## src/sv/stable_sorted_priority_queue_macros.svh

```systemverilog
// assertion macros for the sorted priority queue
// used by the top level; expects clk and arst_n in scope
`ifndef STABLE_SORTED_PRIORITY_QUEUE_MACROS_SVH
`define STABLE_SORTED_PRIORITY_QUEUE_MACROS_SVH

// same-cycle implication, disabled in reset
`define SSPQ_ASSERT_IMPL(lbl, ante, cons) \
	lbl: assert property (@(posedge clk) disable iff (!arst_n) (ante) |-> (cons)) \
		else $error("sspq check failed");

// next-cycle implication, disabled in reset
`define SSPQ_ASSERT_NEXT(lbl, ante, cons) \
	lbl: assert property (@(posedge clk) disable iff (!arst_n) (ante) |=> (cons)) \
		else $error("sspq check failed");

`endif

```

## src/sv/sspq_pkg.sv

```systemverilog
// shared types and constants for the sorted priority queue
// no dependencies
package sspq_pkg;

	localparam int CAPACITY = 128;
	localparam int CNT_W    = $clog2(CAPACITY + 1);

	localparam logic [63:0] NEG_INF_BITS = 64'hFFF0_0000_0000_0000;

	typedef enum logic {
		OP_INSERT  = 1'b0,
		OP_EXTRACT = 1'b1
	} op_t;

	typedef enum logic [1:0] {
		ST_OK    = 2'd0,
		ST_FULL  = 2'd1,
		ST_EMPTY = 2'd2
	} status_t;

	// request word
	typedef struct packed {
		logic               op;
		logic signed [31:0] key;
		logic [63:0]        value;
	} req_t;

	// response word
	typedef struct packed {
		logic [1:0]  status;
		logic [63:0] payload;
	} rsp_t;

	// one stored entry
	typedef struct packed {
		logic signed [31:0] key;
		logic [63:0]        payload;
	} entry_t;

	// broadcast control to every cell
	typedef struct packed {
		logic   ins;
		logic   ext;
		entry_t fresh;
	} cell_ctl_t;

endpackage

```

## src/sv/sspq_cell.sv

```systemverilog
// one slot of the sorted chain: holds an entry, shifts left or right
// depends on sspq_pkg
module sspq_cell (
	input  logic               clk,
	input  sspq_pkg::cell_ctl_t ctl,
	input  logic               occ,
	input  logic               left_le,
	input  sspq_pkg::entry_t   left_entry,
	input  sspq_pkg::entry_t   right_entry,
	output logic               le,
	output sspq_pkg::entry_t   entry
);
	import sspq_pkg::*;

	entry_t entry_q;

	// an occupied entry stays put on insert when its key is not above the new one
	assign le    = occ && (entry_q.key <= ctl.fresh.key);
	assign entry = entry_q;

	// insert shifts toward the tail, extract shifts toward the head
	always_ff @(posedge clk) begin
		if (ctl.ins && !le) begin
			if (left_le) begin
				entry_q <= ctl.fresh;
			end else begin
				entry_q <= left_entry;
			end
		end else if (ctl.ext) begin
			entry_q <= right_entry;
		end
	end

endmodule

```

## config.mk

```make
export PLATFORM = sky130hd
export DESIGN_NAME = sspq_cell
export DESIGN_NICKNAME = d
export VERILOG_FILES = /design/src/sv/stable_sorted_priority_queue_macros.svh /design/src/sv/sspq_pkg.sv /design/src/sv/sspq_cell.sv
export SDC_FILE = /design/constraint.sdc
export NUM_CORES = 1
export LEC_CHECK = 0
export ABC_AREA = 1
export BUFFER_PORTS_ARGS = -buffer_cell sky130_fd_sc_hd__buf_2
export CAP_MARGIN = 0
export CORE_AREA = 5 5 150 152
export DETAILED_ROUTE_END_ITERATION = 12
export DIE_AREA = 0 0 155 157
export GPL_TIMING_DRIVEN = 0
export PLACE_DENSITY_LB_ADDON = 0.08
export SLEW_MARGIN = 20
export SYNTH_ARGS = -nofsm -noshare
export SYNTH_HDL_FRONTEND = slang
export SYNTH_SLANG_ARGS = --single-unit
```

## constraint.sdc

```tcl
create_clock -name clk -period 12.57 [get_ports clk]
set_clock_uncertainty 0.15 [all_clocks]
set_input_delay 1.257 -clock clk [delete_from_list [all_inputs] [get_ports clk]]
set_output_delay 1.257 -clock clk [all_outputs]
set_load 0.005 [all_outputs]
```

Yosys cells after proc, flatten, opt, wreduce, memory -nomap -nowiden. Index checks and enable logic that the tools add are counted.

Muxes and demuxes: 3. Reductions and logical operators: 4. Order comparisons: 1.

Operators with widths (count): $mux W96 (3); $le A32 B32 Y1 (1); $logic_and A1 B1 Y1 (2); $reduce_bool A2 Y1 (1); $logic_not A1 Y1 (1).

Output and inout port bits: 97. Bits in registers: 96. Word-level logic and storage cells: 10.

Logic depth before layout (Yosys ltp).
Word-level depth: 5. Depth in mapped cells: 21. Gate-level depth less buffers: 19.

Least setup slack after synthesis. No wires, ideal clock.

Path kind: input to register. Start point: in ctl[95] (netlist name). End point: reg entry_q, in the netlist entry[0] (enable). Data required time: 11962 ps. Arrival: 4860 ps. Stages on the path: 14. Setup time: 458 ps. Slack: 7102 ps. Cell sequence: inv_1 -> ha_1 -> nand2_1 -> nor2_1 -> nand4_1 -> nor3b_2 -> nand2_1 -> nand3_1 -> nand3_2 -> nand2_4 -> nand2_2 -> buf_6 -> buf_6 -> nand2_1.

Longest elaborated chain between the ends: 5.

Ends and longest elaborated chain: start, declared (RTL line sspq_cell.sv:5) `input sspq_pkg::cell_ctl_t ctl,`; $le A32 B32 Y1 (RTL line sspq_cell.sv:18) `assign le = occ && (entry_q.key <= ctl.fresh.key);`; $logic_and A1 B1 Y1 (RTL line sspq_cell.sv:18); $logic_not A1 Y1 (RTL line sspq_cell.sv:23) `if (ctl.ins && !le) begin`; $logic_and A1 B1 Y1 (RTL line sspq_cell.sv:23); $reduce_bool A2 Y1 (no line); end signal, assigned (RTL line sspq_cell.sv:25) `entry_q <= ctl.fresh;`; end signal, assigned (RTL line sspq_cell.sv:27) `entry_q <= left_entry;`; end signal, assigned (RTL line sspq_cell.sv:30) `entry_q <= right_entry;`; end, declared (RTL line sspq_cell.sv:15) `entry_t entry_q;`.

No other way between the ends. A chain may end at the register's enable or synchronous reset.

Final worst setup path.
Start point: in ctl[95] (netlist name). End point: out le.

Longest elaborated chain between the ends: 2.

Ends and longest elaborated chain: $le A32 B32 Y1 (RTL line sspq_cell.sv:18); $logic_and A1 B1 Y1 (RTL line sspq_cell.sv:18); end, declared (RTL line sspq_cell.sv:10) `output logic le,`.

No other way between the ends.

==> flow_summary.ini <==
[sta]
tightest_slew_ns = 1.01
tns_ns = 0
fmax_mhz = 207
rsz0062_at_grt = no
final.min_clock_period_ns = 4.83
setup_viol = 0
maxSlewViolCount = 0
relSlewSlack_pct = 32.6
hold_viol_final = 0
finalCritPeriodShare_pct = 38.4

[final_layout]
syn2layout_area_growth_pct = 42.0
drive_above_1_share_pct = 44.5
fillers = 2189
seq_area_mm2 = 0.00288
multi_input_area_mm2 = 0.00295
nNetsFinal = 1426
largest_reg_flops = 96
antenna_cells = 0

[route]
wl_met1_mm = 9.42
remaining_drc_errors = 0
ant_nets = 0
detail_route.wl_per_cell_um = 17.9
dr.pass1.iters = 4
routed.top_layer = met4
drt-initial-drc-count = 272
num_vias = 6292
vias_per_cell = 4.56
wl_met3_mm = 2.02
dr_wl_met2_mm = 12.9
routed_wl_mm = 24.7

[floorplan]
dieWidth_um = 155
design.core.area_mm2 = 0.0209
num_io_pins = 390
std_cell_rows = 53
initial_core_util_pct = 29.7
dieArea_mm2 = 0.0243
die_h_um = 157

[setup_path]
crit_family = simple AND/OR/NAND/NOR gates
worstPathRequired_ns = 11.16
crit_chain = buf_2, inv_1, ha_1, nand2_1, nor2_1, nand4_1, nor3b_2, nand2_1, nand3_1, nand3_2, nand2_4, clkbuf_1, inv_1, buf_2
cp.buffers_inverters = 5
cpMaxStageDelayCell = clkbuf_1
cp-start-kind = input port
path_max_fanout = 10
worstSetupPathType = in -> out
cp-end-kind = output pin
worstPathArrival_ns = 3.42
slowest_delay_ns = 0.41

[power_and_ir_drop]
combPwrFrac_pct = 30.9
switching_power_uw = 332
internal_power_uw = 719
p_per_area_mw_per_mm2 = 119
total_power_uw = 1050
p_seq_share_pct = 41.8
clkPwrFrac_pct = 27.3
sw_frac_of_total_pct = 31.6
ir_drop_mv = 0.0643
p_leak_uw = 0.00461

[synthesis]
synthCells = 702
synth.most_common_cell = nand2_1
ys.flop_type = edfxtp_1
synth_top_cell_by_area = edfxtp_1
yosysTopAreaCellShare_pct = 46.4
synth_top_cells_by_area = edfxtp_1, nand2_1, mux2_2
syn_nets = 1027
synth-edff-count = 96
syn_avg_cell_area_um2 = 8.85
synthArstFlopShare_pct = 0
ys_ff_latch = 96
ys_seq_area_share_pct = 46.4
synth_cell_types = 20
synth_common_cells = nand2_1, nand3_1, edfxtp_1
yosys_warnings = 0
synth_area_mm2 = 0.00621

[global_route]
antenna_found_initial = 0
grt-ovfl-total = 0
grtUsageTotal_pct = 19.3
grt_max_degree = 54
grt_pass1_vias = 6510
grt_pass1_wl_mm = 36.2

[clock_tree]
clock-root-buffer = clkbuf_16
cts_buffers = 9
clk_latency_ns = 0.35
cts_hold_buf = 0
postCtsSetupBuffers = 0
cts_tree = done
cts_sinks = 96
clockBufferDepth = 2
clk_pin_slew_ns = 0.08
cts_resized = 0
cts_max_level = 3

[placement]
gp_congestion = 0.843
portBuffers = 387
dp_hpwl_mm = 19.9

[run]
maxCapViolations = 0

[hold_path]
hold_path.class = in -> reg

[run_status]
status = finished clean
-- worst register-to-register path: cells and delay by family, from the launching register on --
family / cells / cell delay (ns)
flip-flops: 1 / 0.41
AND/OR/NAND/NOR: 10 / 1.73
adder cells (fa/ha/maj): 1 / 0.35
buffers and inverters: 3 / 0.72
-- layout make-up --
type	instances	share of cell area, %
multi-input combinational	519	33.5
sequential	96	32.7
timing repair buffer	388	22.3
tap	275	3.90
buffer	45	2.57
clock buffer	9	2.55
inverter	42	1.79
clock inverter	6	0.780
-- through the flow --
step / instances / cell area, um^2 / setup slack, ns / utilization (%) / hold WS [ns]
floorplan: 702 / 6210 / 7.10 / - / 0.968
global placement: 1364 / 8490 / 5.21 / 40.7 / 1.19
detailed placement: 1365 / 8530 / 7.71 / 40.8 / 1.21
CTS: 1380 / 8820 / 7.69 / 42.2 / 0.998
global route: 1380 / 8820 / 7.52 / 42.2 / 1.00
finish: 1380 / 8820 / 7.74 / 42.2 / 1.01
-- metal layers --
layer / GRT usage (%) / vias up
met2: 35.2 / 244
li1: - / 3182
met5: 0 / -
met1: 22.0 / 2845
met3: 5.66 / 21
met4: 5.38 / 0
-- power by group through the flow --
stage	logic, uW	clock network (uW)	registers (uW)
after CTS	332	291	440
final	325	286	439
after detailed placement	331	0	446
after floorplan	160	0	456
after global placement	329	0	450
after global routing	368	306	445
-- path summary, 6_finish.rpt --
path	slack, ns	cells after the start	end	startpoint
worst max-delay path	7.74	14	le	ctl[95]
worst max register to register	8.84	14	entry[24]$_DFFE_PP_	entry[95]$_DFFE_PP_
worst min register to register	1.19	7	entry[5]$_DFFE_PP_	entry[95]$_DFFE_PP_
worst min-delay path	1.01	3	entry[6]$_DFFE_PP_	right_entry[6]
-- cells in the final DEF (no fill, tap or decap), drive strengths merged --
cell type / n
a21oi: 45
nor3b: 1
clkinv: 3
buf: 407
clkinvlp: 1
nor2: 39
o21ai: 2
bufinv: 1
o21a: 2
nand3: 101
clkbuf: 35
inv: 43
nand2: 227
a21o: 1
ha: 32
mux2: 65
edfxtp: 96
nand4: 4
-- kinds of logic after synthesis --
family	share of synthesized area [%]
DFF	46.4
buffers and inverters	6.18
and+or+nand+nor	25.1
muxes	11.8
AOI/OAI and AO/OA	4.15
adders and majority gates	6.44
Note: power is estimated with default switching activity, not from simulation.
